## src/rtl/spq_pkg.sv

```systemverilog
`default_nettype none
package spq_pkg;
   localparam int DEPTH        = 16;
   localparam int ID_WIDTH     = 16;
   localparam int PRIO_WIDTH   = 8;
   localparam int PTR_WIDTH    = $clog2(DEPTH);
   localparam int CNT_WIDTH    = $clog2(DEPTH + 1);
   localparam int FUNC_WIDTH   = 2;
   localparam int STATUS_WIDTH = 2;

   typedef logic [PTR_WIDTH-1:0]    ptr_type;
   typedef logic [CNT_WIDTH-1:0]    cnt_type;
   typedef logic [ID_WIDTH-1:0]     id_type;
   typedef logic [PRIO_WIDTH-1:0]   prio_type;
   typedef logic [FUNC_WIDTH-1:0]   func_type;
   typedef logic [STATUS_WIDTH-1:0] status_type;

   localparam func_type FUNC_APPEND = 2'd0;
   localparam func_type FUNC_INSERT = 2'd1;
   localparam func_type FUNC_REMOVE = 2'd2;

   localparam status_type STATUS_OK    = 2'd0;
   localparam status_type STATUS_EMPTY = 2'd1;
   localparam status_type STATUS_FULL  = 2'd2;

   localparam cnt_type FULL_COUNT = CNT_WIDTH'(DEPTH);

   typedef struct packed {
      id_type   id;
      prio_type prio;
   } entry_type;

   typedef struct packed {
      logic      wr_en;
      ptr_type   wr_addr;
      entry_type wr_data;
      ptr_type   rd_addr;
   } mem_req_type;

   // Physical slot of a logical position in the circular store.
   function automatic ptr_type slot_addr(ptr_type base, ptr_type offset);
      logic [PTR_WIDTH:0] sum;
      sum = {1'b0, base} + {1'b0, offset};
      if (sum >= (PTR_WIDTH + 1)'(DEPTH)) begin
         sum = sum - (PTR_WIDTH + 1)'(DEPTH);
      end
      return sum[PTR_WIDTH-1:0];
   endfunction

   function automatic ptr_type ptr_dec(ptr_type p);
      ptr_type r;
      if (p == '0) begin
         r = PTR_WIDTH'(DEPTH - 1);
      end else begin
         r = p - 1'b1;
      end
      return r;
   endfunction
endpackage
`default_nettype wire

```

## src/rtl/spq_if.sv

```systemverilog
`default_nettype none
interface spq_req_if;
   import spq_pkg::*;
   logic     valid;
   logic     ready;
   func_type func;
   id_type   item_id;
   prio_type item_priority;

   modport source (output valid, func, item_id, item_priority, input ready);
   modport sink   (input valid, func, item_id, item_priority, output ready);
endinterface

interface spq_rsp_if;
   import spq_pkg::*;
   logic       valid;
   logic       ready;
   status_type status;
   id_type     removed_id;
   prio_type   removed_priority;
   cnt_type    entry_count;

   modport source (output valid, status, removed_id, removed_priority, entry_count,
                   input ready);
   modport sink   (input valid, status, removed_id, removed_priority, entry_count,
                   output ready);
endinterface
`default_nettype wire

```

## src/rtl/spq_store.sv

```systemverilog
`default_nettype none
module spq_store (
   input  logic                clock,
   input  spq_pkg::mem_req_type mem_req,
   output spq_pkg::entry_type   rd_data
);
   import spq_pkg::*;

   entry_type slot_mem [DEPTH];
   entry_type rd_data_ff;

   always_ff @(posedge clock) begin
      if (mem_req.wr_en) begin
         slot_mem[mem_req.wr_addr] <= mem_req.wr_data;
      end
      rd_data_ff <= slot_mem[mem_req.rd_addr];
   end

   assign rd_data = rd_data_ff;
endmodule
`default_nettype wire

```

## src/rtl/spq_ctrl.sv

```systemverilog
`default_nettype none
module spq_ctrl (
   input  logic                 clock,
   input  logic                 reset,
   spq_req_if.sink              req,
   spq_rsp_if.source            rsp,
   output spq_pkg::mem_req_type mem_req,
   input  spq_pkg::entry_type   rd_data
);
   import spq_pkg::*;

   typedef enum logic [2:0] {
      ST_IDLE,
      ST_POP,
      ST_HEAD,
      ST_TAIL,
      ST_WALK,
      ST_DONE
   } state_type;

   state_type  state_ff, state_in;
   ptr_type    head_ff, head_in;
   cnt_type    count_ff, count_in;
   ptr_type    idx_ff, idx_in;
   id_type     id_ff, id_in;
   prio_type   prio_ff, prio_in;
   status_type status_ff, status_in;
   id_type     rid_ff, rid_in;
   prio_type   rprio_ff, rprio_in;
   logic       rsp_valid_ff, rsp_valid_in;
   status_type rsp_status_ff, rsp_status_in;
   id_type     rsp_id_ff, rsp_id_in;
   prio_type   rsp_prio_ff, rsp_prio_in;
   cnt_type    rsp_count_ff, rsp_count_in;

   logic      prio_above;
   entry_type item_entry;
   ptr_type   count_ptr;

   // Single shared compare: new item ranks above the entry just read.
   assign prio_above = prio_ff > rd_data.prio;
   assign item_entry = '{id: id_ff, prio: prio_ff};
   assign count_ptr  = count_ff[PTR_WIDTH-1:0];

   always_comb begin
      state_in      = state_ff;
      head_in       = head_ff;
      count_in      = count_ff;
      idx_in        = idx_ff;
      id_in         = id_ff;
      prio_in       = prio_ff;
      status_in     = status_ff;
      rid_in        = rid_ff;
      rprio_in      = rprio_ff;
      rsp_valid_in  = rsp_valid_ff && !rsp.ready;
      rsp_status_in = rsp_status_ff;
      rsp_id_in     = rsp_id_ff;
      rsp_prio_in   = rsp_prio_ff;
      rsp_count_in  = rsp_count_ff;
      mem_req       = '{wr_en: 1'b0, wr_addr: head_ff, wr_data: item_entry,
                        rd_addr: head_ff};

      case (state_ff)
         ST_IDLE: begin
            if (req.valid) begin
               id_in     = req.item_id;
               prio_in   = req.item_priority;
               status_in = STATUS_OK;
               rid_in    = '0;
               rprio_in  = '0;
               state_in  = ST_DONE;
               case (req.func)
                  FUNC_APPEND, FUNC_INSERT: begin
                     if (count_ff == FULL_COUNT) begin
                        status_in = STATUS_FULL;
                     end else if (req.func == FUNC_APPEND || count_ff == '0) begin
                        mem_req.wr_en   = 1'b1;
                        mem_req.wr_addr = slot_addr(head_ff, count_ptr);
                        mem_req.wr_data = '{id: req.item_id, prio: req.item_priority};
                        count_in        = count_ff + 1'b1;
                     end else begin
                        state_in = ST_HEAD;
                     end
                  end
                  FUNC_REMOVE: begin
                     if (count_ff == '0) begin
                        status_in = STATUS_EMPTY;
                     end else begin
                        state_in = ST_POP;
                     end
                  end
                  default: ;
               endcase
            end
         end
         ST_POP: begin
            rid_in   = rd_data.id;
            rprio_in = rd_data.prio;
            head_in  = slot_addr(head_ff, PTR_WIDTH'(1));
            count_in = count_ff - 1'b1;
            state_in = ST_DONE;
         end
         ST_HEAD: begin
            mem_req.wr_en   = 1'b1;
            mem_req.wr_addr = ptr_dec(head_ff);
            if (prio_above) begin
               head_in  = ptr_dec(head_ff);
               count_in = count_ff + 1'b1;
               state_in = ST_DONE;
            end else begin
               // Copy the head into the free slot ahead of it in case the walk
               // moves the front part one place toward the head.
               mem_req.wr_data = rd_data;
               mem_req.rd_addr = slot_addr(head_ff, count_ptr - 1'b1);
               state_in        = ST_TAIL;
            end
         end
         ST_TAIL: begin
            if (!prio_above) begin
               mem_req.wr_en   = 1'b1;
               mem_req.wr_addr = slot_addr(head_ff, count_ptr);
               count_in        = count_ff + 1'b1;
               state_in        = ST_DONE;
            end else begin
               mem_req.rd_addr = slot_addr(head_ff, PTR_WIDTH'(1));
               idx_in          = PTR_WIDTH'(1);
               state_in        = ST_WALK;
            end
         end
         ST_WALK: begin
            // Entries ahead of the insert point move one slot toward the head.
            mem_req.wr_en   = 1'b1;
            mem_req.wr_addr = slot_addr(ptr_dec(head_ff), idx_ff);
            if (prio_above) begin
               head_in  = ptr_dec(head_ff);
               count_in = count_ff + 1'b1;
               state_in = ST_DONE;
            end else begin
               mem_req.wr_data = rd_data;
               mem_req.rd_addr = slot_addr(head_ff, idx_ff + 1'b1);
               idx_in          = idx_ff + 1'b1;
            end
         end
         ST_DONE: begin
            if (!rsp_valid_ff || rsp.ready) begin
               rsp_valid_in  = 1'b1;
               rsp_status_in = status_ff;
               rsp_id_in     = rid_ff;
               rsp_prio_in   = rprio_ff;
               rsp_count_in  = count_ff;
               state_in      = ST_IDLE;
            end
         end
         default: begin
            state_in = ST_IDLE;
         end
      endcase
   end

   always_ff @(posedge clock) begin
      if (reset) begin
         state_ff     <= ST_IDLE;
         head_ff      <= '0;
         count_ff     <= '0;
         rsp_valid_ff <= 1'b0;
      end else begin
         state_ff      <= state_in;
         head_ff       <= head_in;
         count_ff      <= count_in;
         rsp_valid_ff  <= rsp_valid_in;
         idx_ff        <= idx_in;
         id_ff         <= id_in;
         prio_ff       <= prio_in;
         status_ff     <= status_in;
         rid_ff        <= rid_in;
         rprio_ff      <= rprio_in;
         rsp_status_ff <= rsp_status_in;
         rsp_id_ff     <= rsp_id_in;
         rsp_prio_ff   <= rsp_prio_in;
         rsp_count_ff  <= rsp_count_in;
      end
   end

   assign req.ready            = (state_ff == ST_IDLE);
   assign rsp.valid            = rsp_valid_ff;
   assign rsp.status           = rsp_status_ff;
   assign rsp.removed_id       = rsp_id_ff;
   assign rsp.removed_priority = rsp_prio_ff;
   assign rsp.entry_count      = rsp_count_ff;
endmodule
`default_nettype wire

```

## src/rtl/stable_priority_queue_unit.sv

```systemverilog
// Bounded queue of up to 16 entries (id, priority) kept in service order.
// Input channel req_ch carries func (append, insert by priority, remove
// head), item_id and item_priority; output channel rsp_ch returns one item
// per request: status, removed id and priority, and the entry count after it.
// Entries live in a circular single-port-write, registered-read store; a
// small sequencer walks it with one shared priority comparator.
// Steps per item, from accept to the result:
//   append, insert into an empty queue, no-op, full or empty request: none
//   remove: one store read of the head
//   priority insert: a compare with the head, then with the tail, else a
//   walk toward the tail, with one store read per walked entry.
// The result is registered once the work ends and the result slot is free. The block takes no new
// item while it works on one. A stalled rsp_ch holds its item, and the block
// still accepts and works one more item, then waits until the slot frees.
// Synchronous reset empties the queue and drops any pending result.
`default_nettype none
module stable_priority_queue_unit (
   input logic        clock,
   input logic        reset,
   spq_req_if.sink    req_ch,
   spq_rsp_if.source  rsp_ch
);
   import spq_pkg::*;

   mem_req_type mem_req;
   entry_type   rd_data;

   spq_ctrl u_ctrl (
      .clock   (clock),
      .reset   (reset),
      .req     (req_ch),
      .rsp     (rsp_ch),
      .mem_req (mem_req),
      .rd_data (rd_data)
   );

   spq_store u_store (
      .clock   (clock),
      .mem_req (mem_req),
      .rd_data (rd_data)
   );
endmodule
`default_nettype wire

```

## src/flat_wrapper.sv

```systemverilog
// flat-port wrapper written by rule: the top's interface ports become plain ports
module stable_priority_queue_unit_flat import spq_pkg::*;
  (clock, reset, req_ch_valid, req_ch_func, req_ch_item_id, req_ch_item_priority, req_ch_ready, rsp_ch_valid, rsp_ch_status, rsp_ch_removed_id, rsp_ch_removed_priority, rsp_ch_entry_count, rsp_ch_ready);
  spq_req_if req_ch_i ();
  spq_rsp_if rsp_ch_i ();
  input logic clock;
  input logic reset;
  input wire logic [$bits(req_ch_i.valid)-1:0] req_ch_valid;
  input wire logic [$bits(req_ch_i.func)-1:0] req_ch_func;
  input wire logic [$bits(req_ch_i.item_id)-1:0] req_ch_item_id;
  input wire logic [$bits(req_ch_i.item_priority)-1:0] req_ch_item_priority;
  output wire logic [$bits(req_ch_i.ready)-1:0] req_ch_ready;
  output wire logic [$bits(rsp_ch_i.valid)-1:0] rsp_ch_valid;
  output wire logic [$bits(rsp_ch_i.status)-1:0] rsp_ch_status;
  output wire logic [$bits(rsp_ch_i.removed_id)-1:0] rsp_ch_removed_id;
  output wire logic [$bits(rsp_ch_i.removed_priority)-1:0] rsp_ch_removed_priority;
  output wire logic [$bits(rsp_ch_i.entry_count)-1:0] rsp_ch_entry_count;
  input wire logic [$bits(rsp_ch_i.ready)-1:0] rsp_ch_ready;
  assign req_ch_i.valid = req_ch_valid;
  assign req_ch_i.func = req_ch_func;
  assign req_ch_i.item_id = req_ch_item_id;
  assign req_ch_i.item_priority = req_ch_item_priority;
  assign req_ch_ready = req_ch_i.ready;
  assign rsp_ch_valid = rsp_ch_i.valid;
  assign rsp_ch_status = rsp_ch_i.status;
  assign rsp_ch_removed_id = rsp_ch_i.removed_id;
  assign rsp_ch_removed_priority = rsp_ch_i.removed_priority;
  assign rsp_ch_entry_count = rsp_ch_i.entry_count;
  assign rsp_ch_i.ready = rsp_ch_ready;
  stable_priority_queue_unit u_core (.clock(clock), .reset(reset), .req_ch(req_ch_i), .rsp_ch(rsp_ch_i));
endmodule
```

## config.mk

```make
export PLATFORM = sky130hd
export DESIGN_NAME = stable_priority_queue_unit_flat
export DESIGN_NICKNAME = d
export VERILOG_FILES = /design/src/rtl/spq_pkg.sv /design/src/rtl/spq_if.sv /design/src/rtl/spq_store.sv /design/src/rtl/spq_ctrl.sv /design/src/rtl/stable_priority_queue_unit.sv /design/src/flat_wrapper.sv
export SDC_FILE = /design/constraint.sdc
export NUM_CORES = 1
export LEC_CHECK = 0
export BUFFER_PORTS_ARGS = -buffer_cell sky130_fd_sc_hd__buf_2
export CAP_MARGIN = 25
export CELL_PAD_IN_SITES_DETAIL_PLACEMENT = 0
export CELL_PAD_IN_SITES_GLOBAL_PLACEMENT = 2
export CORE_ASPECT_RATIO = 1.25
export CORE_MARGIN = 5
export CORE_UTILIZATION = 44
export DETAILED_ROUTE_END_ITERATION = 10
export PLACE_DENSITY = 0.77
export SLEW_MARGIN = 20
export SYNTH_ARGS = -nofsm -noshare
export SYNTH_HDL_FRONTEND = slang
export SYNTH_SLANG_ARGS = --single-unit
```

## constraint.sdc

```tcl
create_clock -name clock -period 5.39 [get_ports clock]
set_clock_uncertainty 0.05 [all_clocks]
set_input_delay 1.078 -clock clock [delete_from_list [all_inputs] [get_ports clock]]
set_output_delay 1.078 -clock clock [all_outputs]
set_load 0.01 [all_outputs]
```

* After elaboration in Yosys (flattened, before gate mapping)
Memory sizes are Yosys's and may differ from the RTL's. A register that Yosys moved wholly into a read port is not among the register bits. Cells that the tools add are included.
Operators by class: add/sub/neg operators 15, magnitude comparators 6, equal/unequal tests 18, multiplexer cells 51, bitwise gates (word level) 1, reduce and logical (&&, ||, !) cells 22
Operator list (number):
- $mux W29 | 4
- $pmux W24 S3 | 1
- $mux W28 | 2
- $mux W4 | 11
- $pmux W5 S4 | 2
- $mux W5 | 7
- $pmux W16 S2 | 1
- $sub A4 B1 Y4 const B | 7
- $ge A5 B5 Y1 const B | 5
- $mux W3 | 7
- $add A4 B4 Y5 | 4
- $pmux W3 S6 | 1
- $mux W16 | 1
- $pmux W4 S2 | 2
- $pmux W8 S2 | 1
- $ne A2 B2 Y1 const B | 7
- $pmux W4 S3 | 1
- $reduce_and A3 Y1 | 4
- $gt A8 B8 Y1 | 1
- $mux W8 | 1
- $reduce_and A7 Y1 | 1
- $eq A3 B2 Y1 const B | 2
- $eq A3 B3 Y1 const B | 2
- $mux W1 | 6
- 25 further kinds | 32
Storage, ports and cells: bits in registers 98, bits in writable memories 384, input bits 30, output and inout bits 33, word-level logic and storage cells 128, memories 1
Memories:
- u_core.u_store.slot_mem | words 16, width 24, read ports 1, clocked after memory_dff 1, write ports 1, line spq_store.sv:9 | entry_type slot_mem [DEPTH];

* Longest topological paths before layout
Gate-level depths: netlist of run 1.
depth in word-level cells 10, mapped depth 17, mapped depth without buffers 16

* By module
From an unflattened synthesis of run 1, not the netlist that was laid out.
Second synthesis, totals: cells, all modules 1120, area, all modules 20270.7 µm²
By module, submodules not included:
- spq_store | instances 1, cells an instance 636, area each 14930.6 µm², seq. area each 12011.5 µm²
- spq_ctrl | instances 1, cells an instance 484, area each 5340.1 µm², seq. area each 2812.7 µm²

* Worst setup path after synthesis of run 1
Ideal clock, no wire load.
path type register to register, start point reg u_core.u_ctrl.head_ff[0], end point mem u_core.u_store.slot_mem[12][0] (netlist bit) (enable), setup time 0.405 ns, arrival 3.948 ns, required time 4.935 ns, slack 0.987 ns, cell stages (with the launch flop) 18, path buffers 1, period minus slack after synthesis 4.403 ns, cell sequence dfxtp_1 -> clkbuf_1 -> inv_1 -> ha_1 -> nand2_1 -> nand2_1 -> ha_1 -> inv_1 -> fa_1 -> inv_1 -> o21ai_0 -> o211ai_1 -> a221oi_1 -> a21oi_1 -> o2bb2ai_1 -> nand2b_1 -> or2_2 -> nor2_1
Between the ends: longest elaborated chain between the ends 8, elaborated cells on any way between the ends 18, classes of those cells add/sub: 5; order compare: 2; mux: 10; reduce/logical: 1
Ends and longest elaborated chain:
- start, declared | line spq_ctrl.sv:22 | ptr_type head_ff, head_in;
- start signal, assigned | line spq_ctrl.sv:168 | head_ff <= head_in;
- parallel branches: the longest is 7 deep, another holds $add A4 B4 Y5
- $pmux W5 S4 (*) | line spq_ctrl.sv:63 | case (state_ff)
- end, declared | line spq_store.sv:9
Every way passes the cells marked *. The select of a mux whose other input is x is not followed.

* Worst setup path in the final report of run 1
start point reg u_core.u_ctrl.head_ff[0], end point mem u_core.u_store.slot_mem[10][7] (netlist bit) (enable)
Same word-level chain as after synthesis.

==> metrics.csv, run 1 <==
metric,value,unit
CTS tree,built,
# rows,89,
CP Class,reg -> reg,
Die Footprint,51800,um^2
clock buffer depth,3,
maximum vdd drop,387,uV
Area Growth Syn to Fin,13.3,%
Worst setup SP type,flip-flop,
Cells after Synth,1578,
Period minus WS final,4.40,ns
post_cts resized,0,
DR DRC count,0,
Critical Path RT,5.62,ns
Post-synth ARST share,0,%
DR vias/cell,5.68,
share of cells above drive strength 1,12.5,%
average size of a mapped cell,13.2,um^2
FF-to-FF Start,u_core.u_ctrl.head_ff[0],
via count,13142,
Layout Cells excl Fill,2313,
root buf cell,clkbuf_16,
setup repair bufs after CTS,0,
Max Fanout on Critical Path,14,
GRT Residual Overflow,0,
Finish-stage setup viols,0,
Num CTS Buffers,49,
max frequency,228,MHz
GP Congestion,0.855,
critical path arrival,4.63,ns
dpl cell area,22100,um^2
total clock sinks,506,
unique cell type count in the Yosys netlist,74,
final layout net count,1702,
I/O pins,63,
starting density of the core,44.2,%
unrepaired setup endpoints after global routing,false,
crit share post-route,81.5,%
max-capacitance violation count,0,
Core ar.,47100,um^2
Avg WL per Cell,23.7,um
post-detail-place hpwl,32.0,mm
Hold WC Path Type,reg -> reg,
First-pass DRT Iterations,8,
leakage dissipation,0.00826,uW
overall power,16300,uW
status,"complete, no violations",
initial antenna violation count,0,
# fillers,4039,
DRT antenna net count,0,
area of the mapped netlist,20800,um^2
first-pass GRT wire length,82.4,mm
PD cells,688,nW/um^2
Post-synth EDFFs,469,
Tot GR Track Use,21.0,%
"Design Area, Final",23600,um^2
Clock transition at path regs,0.06,ns
fin. max-slew vios,0,
Worst-Margin Slew,0.788,ns
setup TNS,0,ns
Worst Setup SP,u_core.u_ctrl.head_ff[0],
diode count,0,
Max-slew headroom,47.4,%
DIE WIDTH,205,um
hold-fix buffer count after cts,0,
port bufs,62,
most frequent cells in the layout,"edfxtp_1 (469), nand2_1 (365), nand3_1 (105), buf_2 (62)",
worst hold start,u_core.u_ctrl.rid_ff[11],
DP Cell Count,2225,
#FFs+latches synth,506,
drt total wl,54.9,mm
Final Hold Vio Count,0,
sequential share of the synthesized area,71.1,%
syn_nets,1641,
worst skew pair latency,0.59,ns
htree depth,2,
Initial DRC Count,1178,
Setup crit end kind,flip-flop,
Synth Flop Type,edfxtp_1,
Synth warnings,0,
vias in the first global route,12908,
height of the die,253,um
"most common cell after layout, fill and taps aside",edfxtp_1,
largest net degree at the start of global routing,98,
==> sequential cells by signal, indices dropped and copies added, names as in the netlist <==
signal                              count
u_core.u_ctrl.rsp.valid                 1
u_core.u_ctrl.prio_ff                   8
u_core.u_ctrl.id_ff                    16
u_core.u_ctrl.head_ff                   4
u_core.u_ctrl.rsp.entry_count           5
u_core.u_ctrl.rprio_ff                  8
u_core.u_ctrl.rsp.removed_id           16
u_core.u_ctrl.status_ff                 2
u_core.u_ctrl.rsp.status                2
u_core.u_ctrl.count_ff                  5
u_core.u_ctrl.rsp.removed_priority      8
u_core.u_ctrl.rid_ff                   16
u_core.u_store.rd_data                 24
u_core.u_store.slot_mem               384
u_core.u_ctrl.state_ff                  3
u_core.u_ctrl.idx_ff                    4
==> worst max-delay path: stages, from the launching register on <==
cell	delay (ns)
dfxtp_1	0.70
inv_1	0.18
ha_1	0.31
nand2_1	0.08
nand2_1	0.07
ha_1	0.24
inv_1	0.08
fa_1	0.38
inv_1	0.06
o21ai_0	0.06
o211ai_1	0.13
a221oi_1	0.08
a21oi_1	0.20
o2bb2ai_1	0.12
or2_1	0.25
or2_2	0.37
nor2_4	0.45
buf_12	0.23
==> final cells by class <==
cell class	count	area, um^2	share of cell area [%]
clock inverter	16	114	0.482
tap	637	797	3.38
sequential	506	14800	62.8
clock buffer	72	1380	5.85
multi-input combinational	923	5530	23.4
inverter	52	195	0.827
timing repair buffer	107	773	3.27
==> routing by layer <==
metal	vias to the layer above	track usage, %	wire length, um
met5	-	0	0
met3	80	2.92	3100
met4	0	6.20	1460
met1	6618	28.3	22900
li1	6021	-	-
met2	423	35.9	27400
==> power by group <==
group | total, uW | internal (uW) | switching (uW)
registers | 6200 | 5830 | 375
logic | 6820 | 2160 | 4660
clock network | 3240 | 1820 | 1420
total | 16300 | 9810 | 6450
==> path summary, 6_finish.rpt <==
kind                                                          to  slack (ns)  cells after the start
worst max-delay path              u_core.u_store.slot_mem[10][7]        0.99                     17
worst min-delay path            u_core.u_ctrl.rsp.removed_id[11]        0.37                      0
worst max register to register    u_core.u_store.slot_mem[10][7]        0.99                     17
worst min register to register  u_core.u_ctrl.rsp.removed_id[11]        0.37                      0
==> stage by stage <==
step	utilization (%)	setup slack (ns)	hold slack, ns
finish	50.1	0.995	0.369
CTS	50.1	1.00	0.369
floorplan	-	0.987	0.350
global placement	47.0	0.985	0.350
detailed placement	47.0	1.04	0.355
global route	50.1	0.644	0.375
==> kinds of logic (layout without fill, tap and decap cells) <==
kind of cell / Yosys count / in the layout / share of synthesized area, %
AO/OA/AOI/OAI: 264 / 264 / 10.0
buffers and inverters: 149 / 247 / 2.97
adder cells (fa/ha/maj): 34 / 34 / 2.21
flip-flops: 506 / 506 / 71.1
XOR/XNOR: 22 / 22 / 0.925
multiplexers: 1 / 1 / 0.0480
AND/OR/NAND/NOR: 602 / 602 / 12.7
==> synthesized netlist by cell type, types with 2 or more instances <==
cell type | n | area share (%)
a31oi_1 | 4 | 0.12
clkbuf_1 | 53 | 0.95
nand2_1 | 366 | 6.6
a22oi_1 | 25 | 0.90
a32o_1 | 25 | 1.2
and2_1 | 18 | 0.54
nor2_1 | 45 | 0.81
a21o_1 | 9 | 0.32
a311o_1 | 24 | 1.2
a311oi_1 | 2 | 0.084
nor2b_1 | 10 | 0.30
buf_2 | 35 | 0.84
dfxtp_1 | 37 | 3.6
a211oi_1 | 28 | 1.0
inv_1 | 50 | 0.90
buf_1 | 6 | 0.11
edfxtp_1 | 469 | 68
xnor2_1 | 12 | 0.50
ha_1 | 28 | 1.7
buf_4 | 2 | 0.072
a222oi_1 | 24 | 1.2
and3_1 | 27 | 0.81
fa_1 | 5 | 0.48
a221oi_1 | 2 | 0.084
nor3b_1 | 2 | 0.072
nand2b_1 | 5 | 0.15
o22ai_1 | 3 | 0.090
or2_2 | 2 | 0.060
o211ai_1 | 2 | 0.072
a32oi_1 | 25 | 1.1
nand4_1 | 2 | 0.060
xor2_1 | 10 | 0.42
nand3_1 | 105 | 2.5
o21ai_0 | 20 | 0.48
or3_1 | 4 | 0.12
a21oi_1 | 50 | 1.2
nor4_1 | 3 | 0.090
nor3_1 | 3 | 0.072
Power figures use the tool's default switching activity.
==> run 2: changes to the inputs <==
==> constraint.sdc (replaced) <==
create_clock -name clock -period 4.3 [get_ports clock]
set_clock_uncertainty 0.05 [all_clocks]
set_input_delay 0.86 -clock clock [delete_from_list [all_inputs] [get_ports clock]]
set_output_delay 0.86 -clock clock [all_outputs]
set_load 0.01 [all_outputs]
==> run 2 against run 1 <==
Cell area is 3.2% higher. Worst setup slack worse by 0.76 ns. Register-to-register slack worse by 0.76 ns. Critical path depth is 5 lower. First-iteration DRC count is 5.4% higher. Die area stayed put. Sequential share of layout area is 2.0 points lower. Highest routed layer unchanged.
==> metrics.csv, run 2 (synthesis gave the netlist of run 1 again) <==
metric,value,unit
max-capacitance violation count,0,
diode count,0,
DP Cell Count,2251,
fin. max-slew vios,0,
total clock sinks,506,
hold-fix buffer count after cts,0,
Max Fanout on Critical Path,24,
Core ar.,47100,um^2
Avg WL per Cell,24.3,um
PD cells,882,nW/um^2
Critical Path RT,4.50,ns
height of the die,253,um
first-pass GRT wire length,84.6,mm
Num CTS Buffers,49,
drt total wl,56.8,mm
cells on worst reg2reg path,12,
Largest Register,u_core.u_store.slot_mem,
busiest grt layer,met2,
port bufs,62,
GP Congestion,0.822,
critical path arrival,4.27,ns
share of cells above drive strength 1,14.6,%
worst skew pair latency,0.58,ns
DRT antenna net count,0,
Max-slew headroom,56.7,%
Finish-stage setup viols,0,
via count,13267,
max reg flops,384,
unrepaired setup endpoints after global routing,false,
CP Class,reg -> reg,
Worst-Margin Slew,0.648,ns
starting density of the core,44.2,%
post-detail-place hpwl,33.7,mm
Final Hold Vio Count,0,
maximum vdd drop,499,uV
dpl cell area,22500,um^2
Die Footprint,51800,um^2
RR Endpoint,u_core.u_store.slot_mem[12][7],
DR vias/cell,5.66,
GR Util met3,2.60,%
DR DRC count,0,
Setup crit end kind,flip-flop,
FF-to-FF Start,u_core.u_ctrl.count_ff[0],
FF+latch area,14800,um^2
htree depth,2,
largest net degree at the start of global routing,72,
Clock transition at path regs,0.06,ns
Worst setup SP type,flip-flop,
"most common cell after layout, fill and taps aside",edfxtp_1,
GRT Residual Overflow,0,
crit share post-route,94.6,%
Layout Cells excl Fill,2343,
Initial DRC Count,1242,
final layout net count,1728,
post_cts resized,0,
status,"complete, no violations",
# rows,89,
# fillers,4022,
First-pass DRT Iterations,6,
M2 GR Usage,36.8,%
leakage dissipation,0.00862,uW
"Design Area, Final",24400,um^2
initial antenna violation count,1,
most frequent cells in the layout,"edfxtp_1 (469), nand2_1 (365), nand3_1 (103), buf_2 (62), clkbuf_16 (51)",
Hold WC Path Type,reg -> reg,
Worst setup endpoint,u_core.u_store.slot_mem[12][7],
flop2flop setup slack,0.23,ns
CTS tree,built,
DIE WIDTH,205,um
clock buffer depth,3,
I/O pins,63,
Tot GR Track Use,21.7,%
area occupied by multi-input gates,5560,um^2
Area Growth Syn to Fin,16.9,%
root buf cell,clkbuf_16,
max frequency,246,MHz
vias in the first global route,13042,
Worst Setup SP,u_core.u_ctrl.count_ff[0],
Period minus WS final,4.07,ns
M1 GR Usage,30.2,%
setup repair bufs after CTS,0,
[run 2: cell types whose count changed in the layout (fill, tap and decap cells not counted), moves of 4 or more]
cell       delta
buf_12       +16
buf_4        +10
bufinv_16    +10
clkbuf_1      -6
nor2_2        -4
nor2_4        +4
[run 2: critical path, cell delays in order, from the launching register on]
cell and delay (ns):
dfxtp_1 0.39, inv_1 0.19, ha_1 0.19, or3b_1 0.48, a211oi_1 0.54, nor2_1 0.23
a221oi_1 0.43, a21oi_1 0.12, o2bb2ai_1 0.25, nand2b_1 0.11, or2_2 0.39, nor2_4 0.15
buf_12 0.24
[run 2: worst min-delay path by stage]
| stage | startpoint | endpoint | slack (ns) | cells after the start |
|---|---|---|---|---|
| CTS | u_core.u_ctrl.rprio_ff[1] | u_core.u_ctrl.rsp.removed_priority[1] | 0.37 | 0 |
| finish | u_core.u_ctrl.rprio_ff[0] | u_core.u_ctrl.rsp.removed_priority[0] | 0.37 | 0 |
| floorplan | u_core.u_ctrl.rid_ff[0] | u_core.u_ctrl.rsp.removed_id[0] | 0.35 | 0 |
| global route | u_core.u_ctrl.rid_ff[13] | u_core.u_ctrl.rsp.removed_id[13] | 0.37 | 0 |
| detailed placement | u_core.u_ctrl.rid_ff[9] | u_core.u_ctrl.rsp.removed_id[9] | 0.35 | 0 |
| global placement | u_core.u_ctrl.rid_ff[4] | u_core.u_ctrl.rsp.removed_id[4] | 0.35 | 0 |
[run 2: report_power, final]
group	total, uW	internal (uW)	switching [uW]
combinational	9070	3060	6010
clock	4790	2960	1830
sequential	7630	7280	352
total	21500	13300	8190
[run 2: layout make-up]
type                       instances  area share (%)
clock buffer                      68            5.79
clock inverter                    24            1.72
inverter                          52           0.801
multi-input combinational        923            22.8
sequential                       506            60.8
tap                              637            3.27
timing repair buffer             133            4.79
[run 2: routing by layer]
metal  wire length (um)  share of wire [%]  vias to the layer above
met5                  0                  0                        -
met4               1250                2.2                        0
met3               3130                5.5                       73
met1              24100                 42                     6698
met2              28300                 50                      421
li1                   -                  -                     6075
[run 2: per-stage QoR]
step,power (uW),utilization (%),setup TNS [ns],hold slack [ns],setup WS (ns)
2_1_floorplan,13200,-,-15.78,0.350,-0.103
3_3_place_gp,16700,47.8,0,0.350,0.199
3_5_place_dp,16800,47.8,0,0.355,0.205
4_1_cts,21600,51.7,0,0.368,0.167
5_1_grt,22700,51.7,0,0.373,0.0262
6_report,21500,51.7,0,0.368,0.232
==> run 3: changes to the inputs <==
--- a/config.mk
+++ b/config.mk
@@ -5,15 +5,15 @@
 export SDC_FILE = /design/constraint.sdc
 export NUM_CORES = 1
 export LEC_CHECK = 0
-export BUFFER_PORTS_ARGS = -buffer_cell sky130_fd_sc_hd__buf_2
 export CAP_MARGIN = 25
 export CELL_PAD_IN_SITES_DETAIL_PLACEMENT = 0
 export CELL_PAD_IN_SITES_GLOBAL_PLACEMENT = 2
 export CORE_ASPECT_RATIO = 1.25
 export CORE_MARGIN = 5
-export CORE_UTILIZATION = 44
+export CORE_UTILIZATION = 45
 export DETAILED_ROUTE_END_ITERATION = 10
-export PLACE_DENSITY = 0.77
+export DONT_BUFFER_PORTS = 1
+export PLACE_DENSITY_LB_ADDON = 0.1
 export SLEW_MARGIN = 20
 export SYNTH_ARGS = -nofsm -noshare
 export SYNTH_HDL_FRONTEND = slang
==> run 3 against run 2 <==
Worst setup slack improved by 0.14 ns. Non-clock buffer count decreased by 66. Register-to-register slack improved by 0.14 ns. Die area decreased by 2.1%. Combinational power decreased by 1%. First-iteration DRC count decreased by 0.48%. Sequential share of layout area increased by 1.5 points.
==> metrics.csv, run 3 (synthesis gave the netlist of run 1 again) <==
metric,value,unit
GRT Residual Overflow,0,
M1 GR Usage,30.6,%
htree depth,2,
DR vias/cell,5.81,
GR Util met3,3.24,%
cells on worst reg2reg path,11,
Core ar.,46000,um^2
height of the die,251,um
setup TNS,0,ns
Max-slew headroom,49.7,%
Worst-Margin Slew,0.754,ns
PD cells,880,nW/um^2
hold-fix buffer count after cts,0,
Tot GR Track Use,22.2,%
Layout Cells excl Fill,2227,
Num CTS Buffers,50,
most frequent cells in the layout,"edfxtp_1 (469), nand2_1 (365), nand3_1 (105), clkbuf_16 (51)",
port bufs,0,
Initial DRC Count,1236,
# rows,88,
leakage dissipation,0.00826,uW
DRT antenna net count,0,
largest net degree at the start of global routing,78,
starting density of the core,45.3,%
Largest Register,u_core.u_store.slot_mem,
Clock transition at path regs,0.06,ns
hold path depth,1,
final layout net count,1663,
flop2flop setup slack,0.37,ns
Max Fanout on Critical Path,8,
status,"complete, no violations",
CP Class,reg -> reg,
unrepaired setup endpoints after global routing,false,
DP Cell Count,2133,
critical path arrival,4.16,ns
via count,12933,
I/O pins,63,
post_cts resized,0,
crit share post-route,91.4,%
CTS tree,built,
dpl cell area,22200,um^2
Final Hold Vio Count,0,
Finish-stage setup viols,0,
root buf cell,clkbuf_16,
Critical Path RT,4.53,ns
"Design Area, Final",23800,um^2
total clock sinks,506,
initial antenna violation count,4,
share of cells above drive strength 1,10.8,%
minimum setup slack after placement,0.387,ns
fin. max-slew vios,0,
Worst Hold End,u_core.u_ctrl.head_ff[3],
Worst setup SP type,flip-flop,
M2 GR Usage,37.0,%
Setup crit end kind,flip-flop,
Avg WL per Cell,25.5,um
Hold WC Path Type,in -> reg,
worst hold start,reset,
drt total wl,56.8,mm
worst skew pair latency,0.60,ns
Area Growth Syn to Fin,14.2,%
worst setup margin,0.371,ns
FF-to-FF Start,u_core.u_ctrl.count_ff[0],
setup repair bufs after CTS,0,
vias in the first global route,12623,
GP Congestion,0.852,
first-pass GRT wire length,84.0,mm
First-pass DRT Iterations,5,
Period minus WS final,3.93,ns
max reg flops,384,
DR DRC count,0,
Die Footprint,50700,um^2
"most common cell after layout, fill and taps aside",edfxtp_1,
busiest grt layer,met2,
DIE WIDTH,202,um
max frequency,255,MHz
RR Endpoint,u_core.u_store.slot_mem[3][3],
clock buffer depth,3,
post-detail-place hpwl,33.2,mm
maximum vdd drop,498,uV
max-capacitance violation count,0,
# fillers,3907,
[run 3: final cells by class]
| class | instances | area [um^2] | area share [%] |
|---|---|---|---|
| flip-flops and latches | 506 | 14800 | 62.3 |
| multi-input cells | 923 | 5540 | 23.3 |
| clock buffers | 62 | 1350 | 5.66 |
| repair buffers | 67 | 873 | 3.67 |
| well taps | 585 | 732 | 3.08 |
| clock inverters | 31 | 277 | 1.16 |
| inverters | 52 | 195 | 0.820 |
| diodes | 1 | 2.50 | 0.0105 |
[run 3: per-stage QoR]
step	util [%]	hold WS [ns]	power, uW
6_report	51.7	0.298	20900
2_1_floorplan	-	0.350	13200
4_1_cts	51.7	0.264	21100
3_3_place_gp	48.1	0.352	16700
3_5_place_dp	48.2	0.355	16700
5_1_grt	51.7	0.272	22200
[run 3: how the worst max path moves through the flow]
stage | endpoint | depth (start not counted) | startpoint | slack (ns)
after floorplan | u_core.u_store.slot_mem[12][0] | 17 | u_core.u_ctrl.head_ff[0] | -0.10
after global placement | u_core.u_store.slot_mem[4][22] | 10 | u_core.u_ctrl.prio_ff[1] | 0.46
after detailed placement | u_core.u_store.slot_mem[7][13] | 10 | u_core.u_ctrl.prio_ff[1] | 0.39
after global routing | u_core.u_store.slot_mem[6][22] | 11 | u_core.u_ctrl.count_ff[0] | 0.11
final | u_core.u_store.slot_mem[3][3] | 11 | u_core.u_ctrl.count_ff[0] | 0.37
after CTS | u_core.u_store.slot_mem[15][13] | 10 | u_core.u_ctrl.prio_ff[1] | 0.39
[run 3: critical path, stage by stage (launching register included)]
cell       delay (ns)
dfxtp_1          0.37
inv_1            0.16
ha_1             0.20
or3b_1           0.49
a2111oi_4        0.79
a221oi_1         0.20
a21oi_1          0.21
o2bb2ai_1        0.13
or2_1            0.23
nand2b_1         0.32
nor2_2           0.26
buf_4            0.23
[run 3: power by group]
group	switching [uW]	leakage, uW	internal [uW]	total, uW
logic	5980	0.00288	2980	8960
registers	375	0.00459	7300	7670
clock network	1850	0.000792	2470	4310
total	8200	0.00826	12700	20900
[run 3: per-layer routing]
layer | vias to the layer above | wire, um
met2 | 383 | 27800
met1 | 6508 | 24700
li1 | 5954 | -
met4 | 2 | 1300
met5 | - | 13
met3 | 86 | 2960
